$ cat src/rtl/core/bda_pkg.sv
package bda_pkg;

  // operand and digit geometry
  localparam int VALUE_W   = 64;
  localparam int HALF_W    = 32;
  localparam int BUF_W     = 8;
  localparam int CHAR_W    = 8;
  localparam int DIGIT_W   = 4;
  localparam int NUM_CELLS = 20;
  localparam int STEP_BITS = 8;
  localparam int STEPS     = VALUE_W / STEP_BITS;
  localparam int CNT_W     = $clog2(STEPS);
  localparam int PTR_W     = $clog2(NUM_CELLS);
  localparam int LEN_W     = $clog2(NUM_CELLS + 3);

  // ascii codes
  localparam logic [CHAR_W-1:0] CHAR_ZERO  = 8'h30;
  localparam logic [CHAR_W-1:0] CHAR_MINUS = 8'h2d;
  localparam logic [CHAR_W-1:0] CHAR_NUL   = 8'h00;

  // sequencer states
  typedef enum logic [2:0] {
    S_IDLE,
    S_CONV,
    S_CHECK,
    S_ERR,
    S_SIGN,
    S_DIGIT,
    S_TERM
  } state_t;

  // control from the sequencer to the digit chain
  typedef struct packed {
    logic load;
    logic step;
  } conv_ctrl_t;

  // add-three correction ahead of each shift
  function automatic logic [DIGIT_W-1:0] dd_adjust(input logic [DIGIT_W-1:0] d);
    dd_adjust = (d >= 4'd5) ? d + 4'd3 : d;
  endfunction

endpackage

$ cat src/rtl/core/binary_to_decimal_ascii.sv
// channel  direction  handshake             payload
// in       input      in_valid / in_stall   value, signed_mode, buffer_size
// out      output     out_valid / out_stall character, overflow_error, last
//
// an item is loaded, passes through the digit chain at 8 bits per cycle, then has
// its digits counted and its buffer checked, then gives out its results (1 to 21
// of them) at one result per cycle while out is not stalled.
// rst is synchronous and clears the sequencer and the output valid.
// a stall on out holds the current result and pauses emission; in_stall is high
// from acceptance until the last result has been written to the output register.
module binary_to_decimal_ascii import bda_pkg::*; (
  input  logic               clk,
  input  logic               rst,
  input  logic               in_valid,
  output logic               in_stall,
  input  logic [VALUE_W-1:0] value,
  input  logic               signed_mode,
  input  logic [BUF_W-1:0]   buffer_size,
  output logic               out_valid,
  input  logic               out_stall,
  output logic [CHAR_W-1:0]  character,
  output logic               overflow_error,
  output logic               last
);

  state_t             state, state_next;
  logic [CNT_W-1:0]   cnt, cnt_next;
  logic [PTR_W-1:0]   ptr, ptr_next;
  logic               neg;
  logic [BUF_W-1:0]   buf_size;
  conv_ctrl_t         ctrl;
  logic [VALUE_W-1:0] mag_in;
  logic [HALF_W-1:0]  low;
  logic [DIGIT_W-1:0] digits [NUM_CELLS];
  logic [PTR_W-1:0]   hi_idx;
  logic [LEN_W-1:0]   need_len;
  logic               ovf;
  logic               out_free;
  logic               emit;
  logic [CHAR_W-1:0]  emit_char;
  logic               emit_err;
  logic               emit_last;

  // magnitude of the incoming value
  assign low    = value[HALF_W-1:0];
  assign mag_in = signed_mode
                ? {{(VALUE_W-HALF_W){1'b0}}, (low[HALF_W-1] ? ({HALF_W{1'b0}} - low) : low)}
                : value;

  bda_conv u_conv (
    .clk    (clk),
    .rst    (rst),
    .ctrl   (ctrl),
    .mag_in (mag_in),
    .digits (digits)
  );

  // highest non-zero digit, zero value keeps one digit
  always_comb begin
    hi_idx = '0;
    for (int i = 0; i < NUM_CELLS; i++) begin
      if (digits[i] != '0) begin
        hi_idx = PTR_W'(i);
      end
    end
  end

  // sign + digits + terminator against the buffer
  assign need_len = LEN_W'(hi_idx) + LEN_W'(2) + LEN_W'(neg);
  assign ovf      = BUF_W'(need_len) > buf_size;

  assign in_stall = (state != S_IDLE);
  assign out_free = !out_valid || !out_stall;

  // sequencer
  always_comb begin
    state_next = state;
    cnt_next   = cnt;
    ptr_next   = ptr;
    ctrl       = '0;
    emit       = 1'b0;
    emit_char  = CHAR_NUL;
    emit_err   = 1'b0;
    emit_last  = 1'b0;
    unique case (state)
      S_IDLE: begin
        if (in_valid) begin
          ctrl.load  = 1'b1;
          cnt_next   = '0;
          state_next = S_CONV;
        end
      end
      S_CONV: begin
        ctrl.step = 1'b1;
        cnt_next  = cnt + 1'b1;
        if (cnt == CNT_W'(STEPS - 1)) begin
          state_next = S_CHECK;
        end
      end
      S_CHECK: begin
        ptr_next = hi_idx;
        if (ovf) begin
          state_next = S_ERR;
        end else if (neg) begin
          state_next = S_SIGN;
        end else begin
          state_next = S_DIGIT;
        end
      end
      S_ERR: begin
        if (out_free) begin
          emit       = 1'b1;
          emit_err   = 1'b1;
          emit_last  = 1'b1;
          state_next = S_IDLE;
        end
      end
      S_SIGN: begin
        if (out_free) begin
          emit       = 1'b1;
          emit_char  = CHAR_MINUS;
          state_next = S_DIGIT;
        end
      end
      S_DIGIT: begin
        if (out_free) begin
          emit      = 1'b1;
          emit_char = CHAR_ZERO | {{(CHAR_W-DIGIT_W){1'b0}}, digits[ptr]};
          if (ptr == '0) begin
            state_next = S_TERM;
          end else begin
            ptr_next = ptr - 1'b1;
          end
        end
      end
      S_TERM: begin
        if (out_free) begin
          emit       = 1'b1;
          emit_last  = 1'b1;
          state_next = S_IDLE;
        end
      end
      default: begin
        state_next = S_IDLE;
      end
    endcase
  end

  // state and counters
  always_ff @(posedge clk) begin
    if (rst) begin
      state <= S_IDLE;
      cnt   <= '0;
      ptr   <= '0;
    end else begin
      state <= state_next;
      cnt   <= cnt_next;
      ptr   <= ptr_next;
    end
  end

  // item fields kept for the check
  always_ff @(posedge clk) begin
    if (ctrl.load) begin
      neg      <= signed_mode && low[HALF_W-1];
      buf_size <= buffer_size;
    end
  end

  // output register
  always_ff @(posedge clk) begin
    if (rst) begin
      out_valid <= 1'b0;
    end else if (emit) begin
      out_valid <= 1'b1;
    end else if (!out_stall) begin
      out_valid <= 1'b0;
    end
  end

  always_ff @(posedge clk) begin
    if (emit) begin
      character      <= emit_char;
      overflow_error <= emit_err;
      last           <= emit_last;
    end
  end

  // an accepted transfer always starts the conversion
  a_accept_conv: assert property (@(posedge clk) disable iff (rst)
    in_valid && !in_stall |=> state == S_CONV)
    else $error("accepted item did not enter conversion");

  // the check follows a full conversion
  a_check_after_conv: assert property (@(posedge clk) disable iff (rst)
    state == S_CHECK |-> $past(state) == S_CONV && $past(cnt) == CNT_W'(STEPS - 1))
    else $error("digit check reached before conversion finished");

  // digit pointer stays on the chain
  a_ptr_range: assert property (@(posedge clk) disable iff (rst)
    state == S_DIGIT |-> ptr < PTR_W'(NUM_CELLS))
    else $error("digit pointer beyond last cell");

  // an error result is a lone zero byte marked last
  a_err_shape: assert property (@(posedge clk) disable iff (rst)
    out_valid && overflow_error |-> last && character == CHAR_NUL)
    else $error("malformed error result");

endmodule

$ cat src/rtl/core/bda_cell.sv
module bda_cell import bda_pkg::*; (
  input  logic                 clk,
  input  conv_ctrl_t           ctrl,
  input  logic [STEP_BITS-1:0] bits_in,
  output logic [STEP_BITS-1:0] bits_out,
  output logic [DIGIT_W-1:0]   digit
);

  logic [DIGIT_W-1:0] digit_next;

  // several dabble steps per cycle, msb of the chunk first
  always_comb begin
    logic [DIGIT_W-1:0] d;
    logic [DIGIT_W-1:0] c;
    d = digit;
    c = '0;
    bits_out = '0;
    for (int k = STEP_BITS - 1; k >= 0; k--) begin
      c = dd_adjust(d);
      bits_out[k] = c[DIGIT_W-1];
      d = {c[DIGIT_W-2:0], bits_in[k]};
    end
    digit_next = d;
  end

  // digit register
  always_ff @(posedge clk) begin
    if (ctrl.load) begin
      digit <= '0;
    end else if (ctrl.step) begin
      digit <= digit_next;
    end
  end

endmodule

$ cat src/rtl/core/bda_conv.sv
module bda_conv import bda_pkg::*; (
  input  logic               clk,
  input  logic               rst,
  input  conv_ctrl_t         ctrl,
  input  logic [VALUE_W-1:0] mag_in,
  output logic [DIGIT_W-1:0] digits [NUM_CELLS]
);

  logic [VALUE_W-1:0]   mag;
  logic [STEP_BITS-1:0] link [NUM_CELLS+1];

  // magnitude feeds the chain one chunk per cycle
  always_ff @(posedge clk) begin
    if (ctrl.load) begin
      mag <= mag_in;
    end else if (ctrl.step) begin
      mag <= mag << STEP_BITS;
    end
  end

  assign link[0] = mag[VALUE_W-1 -: STEP_BITS];

  // row of bcd digit cells, least significant first
  for (genvar i = 0; i < NUM_CELLS; i++) begin : g_cell
    bda_cell u_cell (
      .clk      (clk),
      .ctrl     (ctrl),
      .bits_in  (link[i]),
      .bits_out (link[i+1]),
      .digit    (digits[i])
    );
  end

  // twenty digits always hold a 64-bit value
  a_no_spill: assert property (@(posedge clk) disable iff (rst)
    ctrl.step |-> link[NUM_CELLS] == '0)
    else $error("digit chain spilled past the top cell");

endmodule

$ cat config.mk
export PLATFORM = sky130hd
export DESIGN_NAME = binary_to_decimal_ascii
export DESIGN_NICKNAME = d
export VERILOG_FILES = /design/src/rtl/core/bda_pkg.sv /design/src/rtl/core/binary_to_decimal_ascii.sv /design/src/rtl/core/bda_cell.sv /design/src/rtl/core/bda_conv.sv
export SDC_FILE = /design/constraint.sdc
export NUM_CORES = 1
export LEC_CHECK = 0
export ABC_AREA = 1
export BUFFER_PORTS_ARGS = -buffer_cell sky130_fd_sc_hd__buf_2
export CAP_MARGIN = 10
export CELL_PAD_IN_SITES_DETAIL_PLACEMENT = 0
export CELL_PAD_IN_SITES_GLOBAL_PLACEMENT = 1
export CORE_UTILIZATION = 50
export DETAILED_ROUTE_END_ITERATION = 8
export PLACE_DENSITY = 0.87
export SETUP_SLACK_MARGIN = 0.2
export SYNTH_ARGS = -nofsm -noshare
export SYNTH_HDL_FRONTEND = slang
export SYNTH_HIERARCHICAL = 1
export SYNTH_SLANG_ARGS = --single-unit
$ cat constraint.sdc
create_clock -name clk -period 20.5 [get_ports clk]
set_clock_uncertainty 0.15 [all_clocks]
set_input_delay 1.025 -clock clk [delete_from_list [all_inputs] [get_ports clk]]
set_output_delay 1.025 -clock clk [all_outputs]
set_load 0.05 [all_outputs]
* Yosys cells after proc, flatten, opt, wreduce, memory -nomap -nowiden
Cells that the tools add are included.
** Storage, ports and cells
- Register bits after elaboration :: 175
- Word-level logic and storage cells :: 617
** Operators by class
- Add/subtract/negate cells :: 165
- $lt $le $gt $ge :: 162
- Eq/ne operators :: 15
- Muxes and demuxes :: 210
- Bitwise gates (word level) :: 1
- Reduce and logical (&&, ||, !) cells :: 34
** Operators by type and width (number)
- greater-or-equal comparator 4 x 3 -> 1 bit, second input constant :: 160
- two-way mux 4 bit :: 154
- adder 4 x 2 -> 4 bit, second input constant :: 152
- two-way mux 64 bit :: 3
- two-way mux 5 bit :: 19
- nonzero test 4 bit :: 19
- two-way mux 3 bit :: 16
- two-way mux 32 bit :: 1
- subtractor 1 x 32 -> 32 bit, first input constant :: 1
- adder 3 x 2 -> 3 bit, second input constant :: 8
- binary-select mux 4 bit (select 5 bit) :: 1
- one-hot mux 3 bit (6 select lines) :: 1
- == test 3 bit, second input constant :: 4
- two-way mux 6 bit :: 2
- != test 2 bit, second input constant :: 6
- one-hot mux 6 bit (2 select lines) :: 1
- one-hot mux 5 bit (2 select lines) :: 1
- two-way mux 1 bit :: 9
- greater-than comparator 5 x 8 -> 1 bit :: 1
- == test 3 x 2 -> 1 bit, second input constant :: 2
- greater-or-equal comparator 6 bit, second input constant :: 1
- inverter 5 -> 6 bit :: 1
- one-hot mux 3 bit (2 select lines) :: 1
- AND reduction 6 bit :: 1
- other kinds (18) :: 22

* Depth between registers and ports, before layout
Gate-level depths: netlist of the first run.
- Depth in word-level cells :: 25
- Depth in mapped cells :: 58

* Modules after synthesis
The synthesis of the first run kept the hierarchy.
** By module, submodules not included
- bda_cell :: instances 20, cells an instance 178, area each 1123.6 um^2, sequential area each 80.1 um^2
- binary_to_decimal_ascii :: instances 1, cells an instance 576, area each 3514.6 um^2, sequential area each 750.7 um^2
- bda_conv :: instances 1, cells an instance 263, area each 2748.9 um^2, sequential area each 1921.8 um^2

* Worst setup path before layout of the first run
OpenSTA, ideal clock, no wires.
- Path type :: reg2reg
- Start :: register u_conv.g_cell[8].u_cell.digit[0]
- End :: register u_conv.g_cell[14].u_cell.digit[0]
- Arrival :: 6.784 ns
- Data required time :: 20.010 ns
- Path slack :: 13.226 ns
- Cell stages (with the launch flop) :: 54
- Path buffers :: 0
- Clock period less this slack :: 7.274 ns
- Path through :: dfxtp_1 inv_1 ha_1 nand2_1 nand2_2 o31ai_1 inv_1 ha_1 inv_1 or2_0 nand3_2 nand2_2 o21ai_0 a31oi_1 inv_1 ha_1 inv_1 or2_2 (+18 left out) inv_1 or2_2 nand3_2 nand2_2 o21ai_0 a31oi_1 inv_1 ha_1 inv_1 or2_2 nand2_1 o21ai_0 inv_1 nand3_2 nand2_1 o21a_1 nor2_1 a211oi_1
** RTL lines
- from (decl) :: line bda_cell.sv:6 : output logic [DIGIT_W-1:0] digit
- from (signal assigned) :: line bda_cell.sv:31 : digit <= digit_next;
- to (signal assigned) :: line bda_cell.sv:31
- to (decl) :: line bda_cell.sv:6

==> results of run 1 <==
[per-stage QoR]
step                      std cells  setup slack [ns]  hold slack, ns  instance area, um^2    util
final                          5213             12.01          0.3148                30430  0.5386
after global routing           5213             11.07          0.3306                30430  0.5386
after CTS                      5213             11.97          0.3147                30430  0.5386
after detailed placement       5181             12.02          0.2993                29810  0.5277
after global placement         5181             12.00          0.3047                29810  0.5277
after floorplan                4369             13.23          0.2821                28590       -
[final cells by class]
type,count,area share
clock buffer,17,0.01398
tap,756,0.03109
clock inverter,15,0.006292
inverter,740,0.09129
timing repair buffer,93,0.01587
sequential,173,0.1405
multi-input combinational,3419,0.7010
[worst max-delay path: cells and delay by family (launching register included)]
kind	cells	cell delay, ns
flip-flops	1	0.43
buffers and inverters	12	1.20
AND/OR/NAND/NOR	26	2.85
adder cells (fa/ha/maj)	7	1.59
AO/OA/AOI/OAI	9	2.18
[worst paths after layout]
check,from,end,slack (ns)
min reg2reg,cnt[0],cnt[0],0.31
min,cnt[0],cnt[0],0.31
max reg2reg,u_conv/g_cell[11].u_cell/digit[0],u_conv/g_cell[17].u_cell/digit[0],12.01
max,u_conv/g_cell[11].u_cell/digit[0],u_conv/g_cell[17].u_cell/digit[0],12.01
[flip-flops by register name (all words and copies together) (netlist names)]
register	count
neg	1
character	6
u_conv/g_cell.u_cell/digit	80
cnt	3
buf_size	8
out_valid	1
state	3
ptr	5
u_conv/mag	64
last	1
overflow_error	1
[placed cells by master (no fill, tap or decap), drive strengths merged, types with 3 or more instances in the layout]
cell type,count
a211oi,21
a21oi,85
a31oi,47
and2,103
buf,93
clkbuf,17
clkinv,4
dfxtp,92
edfxtp,81
ha,292
inv,751
nand2,1372
nand3,587
nand3b,3
nand4,20
nor2,237
nor3,11
nor4,19
o211ai,3
o21a,39
o21ai,357
o221ai,6
o22ai,10
o31ai,20
or2,124
xnor2,8
xor2,45
[metal layers]
layer	share of wire	vias up
met2	0.46	237
met3	0.020	30
met4	0.011	0
met5	0	-
met1	0.51	11300
li1	-	14250
==> reports/qor.csv, run 1 <==
metric,value,unit
status,completed,
fill count,5739,
initial antenna violation count,0,
num rows,87,
Seq. cell area,4274,um^2
warnings from Yosys,6,
clock tree buffer depth,2,
share of cells above drive strength 1,0.2363,
ANT cells,0,
first-pass GRT wire length,103400,um
DR iter-0 viols,1168,
post-layout min period,8.495,ns
H-tree levels,4,
Max-Cap Viols,0,
Max-slew headroom,0.2881,
most frequent CP cell,inv_1,
R2R depth,54,
Avg Inst Size Synth,6.545,um^2
core area,56500,um^2
part of the cycle the worst path needs,0.4144,
GRT met1 Usage,0.2846,
PostCTS Resize Cnt,0,
largest net degree at the start of global routing,85,
DR vias,25820,
clk sinks,173,
routed wire length,60060,um
final HPWL from detailed placement,49040,um
via-per-instance ratio,4.953,
Slew Limit Fails,0,
Routed Antenna Nets,0,
CP Class,flop to flop,
Layout Nets,4813,
Setup-failing EPs final,0,
routability cong.,0.8493,
Hold Buf Count CTS,0,
Root Buffer,clkbuf_16,
grt met3 use,0.01750,
critical path required time,20.72,ns
arrival time of the worst setup path,8.71,ns
Critical Path Max Stage Delay,0.53,ns
# DRC,0,
vias in the first global route,23310,
gr busiest metal,met2,
hold crit path type,flop to flop,
Final Hold Fails,0,
die span in x,241.1,um
critical path's slowest cell,o31ai_1,
startpoint types,flop,
initial core utilization,0.5061,
I/O pin cnt,89,
Worst Tran Pin Value,1.065,ns
Pre-antenna DRT Iters,5,
Total GRT Usage,0.2092,
die area,58140,um^2
Mapped Area,28590,um^2
Post-Synthesis Cells,4368,
CTS tree,done,
Die Y,241.1,um
Peak Freq,0.1177,GHz
hold path depth,1,
clock slew at reported path FFs,0.08,ns
RSZ-0062 raised after global routing,false,
clock latency on the worst-skew pair,0.46,ns
area of the multi-input gates,21330,um^2
WL per Instance,11.52,um
met2 Use GR,0.3590,
crit end category,flop,
total CTS buffers,17,
area delta synth->final,6.425,%
Setup Buffers After CTS,0,
port bufs,86,
grt total ovfl,0,
TNS Setup,0,ns
Worst Path Max Fanout,6,
Power of run 1 is not shown: default switching activity piles up to over one toggle a cycle in this logic, so the estimate is an artifact.
==> run 2, diff against run 1 <==
--- a/config.mk
+++ b/config.mk
@@ -10,9 +10,9 @@
 export CAP_MARGIN = 10
 export CELL_PAD_IN_SITES_DETAIL_PLACEMENT = 0
 export CELL_PAD_IN_SITES_GLOBAL_PLACEMENT = 1
-export CORE_UTILIZATION = 50
+export CORE_UTILIZATION = 47
 export DETAILED_ROUTE_END_ITERATION = 8
-export PLACE_DENSITY = 0.87
+export PLACE_DENSITY = 0.82
 export SETUP_SLACK_MARGIN = 0.2
 export SYNTH_ARGS = -nofsm -noshare
 export SYNTH_HDL_FRONTEND = slang
==> constraint.sdc (replaced) <==
create_clock -name clk -period 8.83 [get_ports clk]
set_clock_uncertainty 0.15 [all_clocks]
set_input_delay 0.4415 -clock clk [delete_from_list [all_inputs] [get_ports clk]]
set_output_delay 0.4415 -clock clk [all_outputs]
set_load 0.05 [all_outputs]
==> run 2 against run 1 <==
Net effect: wire length up 3.5%; sequential share of layout area shrank 0.26 points; register-to-register slack worse by 11 ns; via count grew 1.2%; first-iteration DRC count is 8.8% lower; worst setup slack worse by 11 ns; sequential cell count is the same; critical endpoint is now u_conv/g_cell[19].u_cell/digit[0]; utilization fell by 2.3 points; highest routed layer unchanged; worst hold slack lost 0.28 ns; fmax up 7.3%; design area up 2.0%; die area grew 6.3%.
==> reports/qor.csv, run 2 (synthesized netlist as in run 1, its figures left out) <==
metric,value,unit,change
Routed Antenna Nets,0,,unchanged
part of the cycle the worst path needs,0.8962,,was 0.4144
DR iter-0 viols,1065,,"was 1,168"
most frequent CP cell,inv_1,,unchanged
H-tree levels,4,,unchanged
Worst Tran Pin Value,0.8961,ns,was 1.065 ns
num rows,90,,was 87
initial antenna violation count,1,,was 0
critical path required time,9.05,ns,was 20.72 ns
die area,61820,um^2,"was 58,140 um^2"
"leading cell type in the layout, fill and taps excluded",nand2_1,,unchanged
Pre-antenna DRT Iters,6,,was 5
"commonest non-fill, non-tap cells in the layout","1,030 x nand2_1, 675 x inv_1, 486 x nand3_1, 322 x nand2_2, 292 x ha_1",,unchanged
Max-slew headroom,0.4017,,was 0.2881
Root Buffer,clkbuf_16,,unchanged
Worst Path Max Fanout,6,,unchanged
RSZ-0062 raised after global routing,true,,was false
critical path's slowest cell,dfxtp_1,,was o31ai_1
share of cells above drive strength 1,0.2531,,was 0.2363
Final Hold Fails,0,,unchanged
hold crit path type,input port to flop,,was flop to flop
die span in x,248.6,um,was 241.1 um
Layout Nets,4844,,"was 4,813"
Setup-failing EPs final,0,,unchanged
Max-Cap Viols,0,,unchanged
core area,60250,um^2,"was 56,500 um^2"
I/O pin cnt,89,,unchanged
total CTS buffers,17,,unchanged
DR vias,26120,,"was 25,820"
CP Class,flop to flop,,unchanged
routed wire length,62160,um,"was 60,060 um"
largest registers,"u_conv/g_cell.u_cell/digit x80, u_conv/mag x64, buf_size x8",,unchanged
Critical Path Max Stage Delay,0.42,ns,was 0.53 ns
arrival time of the worst setup path,8.13,ns,was 8.71 ns
grt total ovfl,0,,unchanged
TNS Setup,0,ns,unchanged
clock tree buffer depth,2,,unchanged
Die Y,248.6,um,was 241.1 um
Seq. cell area,4280,um^2,was 4274 um^2
vias in the first global route,23890,,"was 23,310"
clk sinks,173,,unchanged
clock latency on the worst-skew pair,0.46,ns,about the same
fill count,6188,,"was 5,739"
WL per Instance,11.79,um,was 11.52 um
Peak Freq,0.1264,GHz,was 0.1177 GHz
Total GRT Usage,0.2017,,was 0.2092
area of the multi-input gates,21670,um^2,"was 21,330 um^2"
first-pass GRT wire length,107900,um,"was 103,400 um"
most flop-heavy register,u_conv/g_cell.u_cell/digit,,unchanged
post-layout min period,7.913,ns,was 8.495 ns
# DRC,0,,unchanged
clock slew at reported path FFs,0.08,ns,about the same
routability cong.,0.8330,,was 0.8493
startpoint types,flop,,unchanged
largest net degree at the start of global routing,65,,was 85
crit end category,flop,,unchanged
area delta synth->final,8.599,%,was 6.425%
port bufs,86,,unchanged
final HPWL from detailed placement,50670,um,"was 49,040 um"
via-per-instance ratio,4.956,,was 4.953
status,completed,,unchanged
initial core utilization,0.4746,,was 0.5061
max reg flops,80,,unchanged
Slew Limit Fails,0,,unchanged
CTS tree,done,,unchanged
[run 2: cell types whose count changed in the layout (fill, tap and decap cells not counted), moves of 4 or more]
cell,previous run,this run
o21ai_2,41,50
o21ai_1,22,31
o21ai_0,214,196
a31oi_1,47,14
buf_4,7,31
inv_12,4,0
dfxtp_1,92,87
dlygate4sd3_1,0,7
o31ai_2,0,5
dfxtp_2,0,5
o31ai_1,20,11
a31oi_2,0,33
o31ai_4,0,4
[run 2: layout make-up]
class	count	area share
Tap cell	782	0.03151
Inverter	740	0.08946
Multi-Input combinational cell	3419	0.6979
Timing Repair Buffer	124	0.02361
Clock inverter	15	0.005843
Sequential cell	173	0.1379
Clock buffer	17	0.01370
Antenna cell	1	0.00008060
[run 2: worst paths after layout]
check	cells past startpoint	end	slack, ns	start
worst min register to register	1	cnt[0]	0.32	cnt[0]
worst max-delay path	56	u_conv/g_cell[19].u_cell/digit[0]	0.92	u_conv/g_cell[13].u_cell/digit[0]
worst max register to register	56	u_conv/g_cell[19].u_cell/digit[0]	0.92	u_conv/g_cell[13].u_cell/digit[0]
worst min-delay path	1	buf_size[1]	0.03	buffer_size[1]
[run 2: critical path, delay by kind of cell, from the launching register on]
kind	cells	cell delay, ns
AOI/OAI and AO/OA	9	1.64
adders and majority gates	7	1.52
buffers and inverters	14	1.34
DFF	1	0.42
and+or+nand+nor	26	2.75
[run 2: layer usage]
metal	vias up	GRT usage	wire (um)
met3	40	0.01560	950
met1	11570	0.2764	31620
met4	0	0.04720	1071
met2	185	0.3428	28520
li1	14330	-	-
met5	-	0	0
[run 2: per-stage QoR]
stage / setup WS [ns] / cells / hold slack, ns / util / cell area (um^2)
global placement: 0.3738 / 5221 / 0.3066 / 0.4971 / 29950
detailed placement: 0.3706 / 5221 / 0.3105 / 0.4971 / 29950
global route: 0.1487 / 5271 / 0.02580 / 0.5154 / 31050
floorplan: 1.556 / 4369 / 0.2821 / - / 28590
CTS: 0.3087 / 5260 / 0.01460 / 0.5083 / 30620
finish: 0.9167 / 5271 / 0.03336 / 0.5154 / 31050
[run 2: what timing repair did]
item	in CTS	in global routing
endpoints found under the setup margin	0	68
setup buffers	0	10
endpoints found under the hold margin	7	0
hold buffers	7	0
gates resized for setup	0	81
Power of run 2 is left out for the same reason.
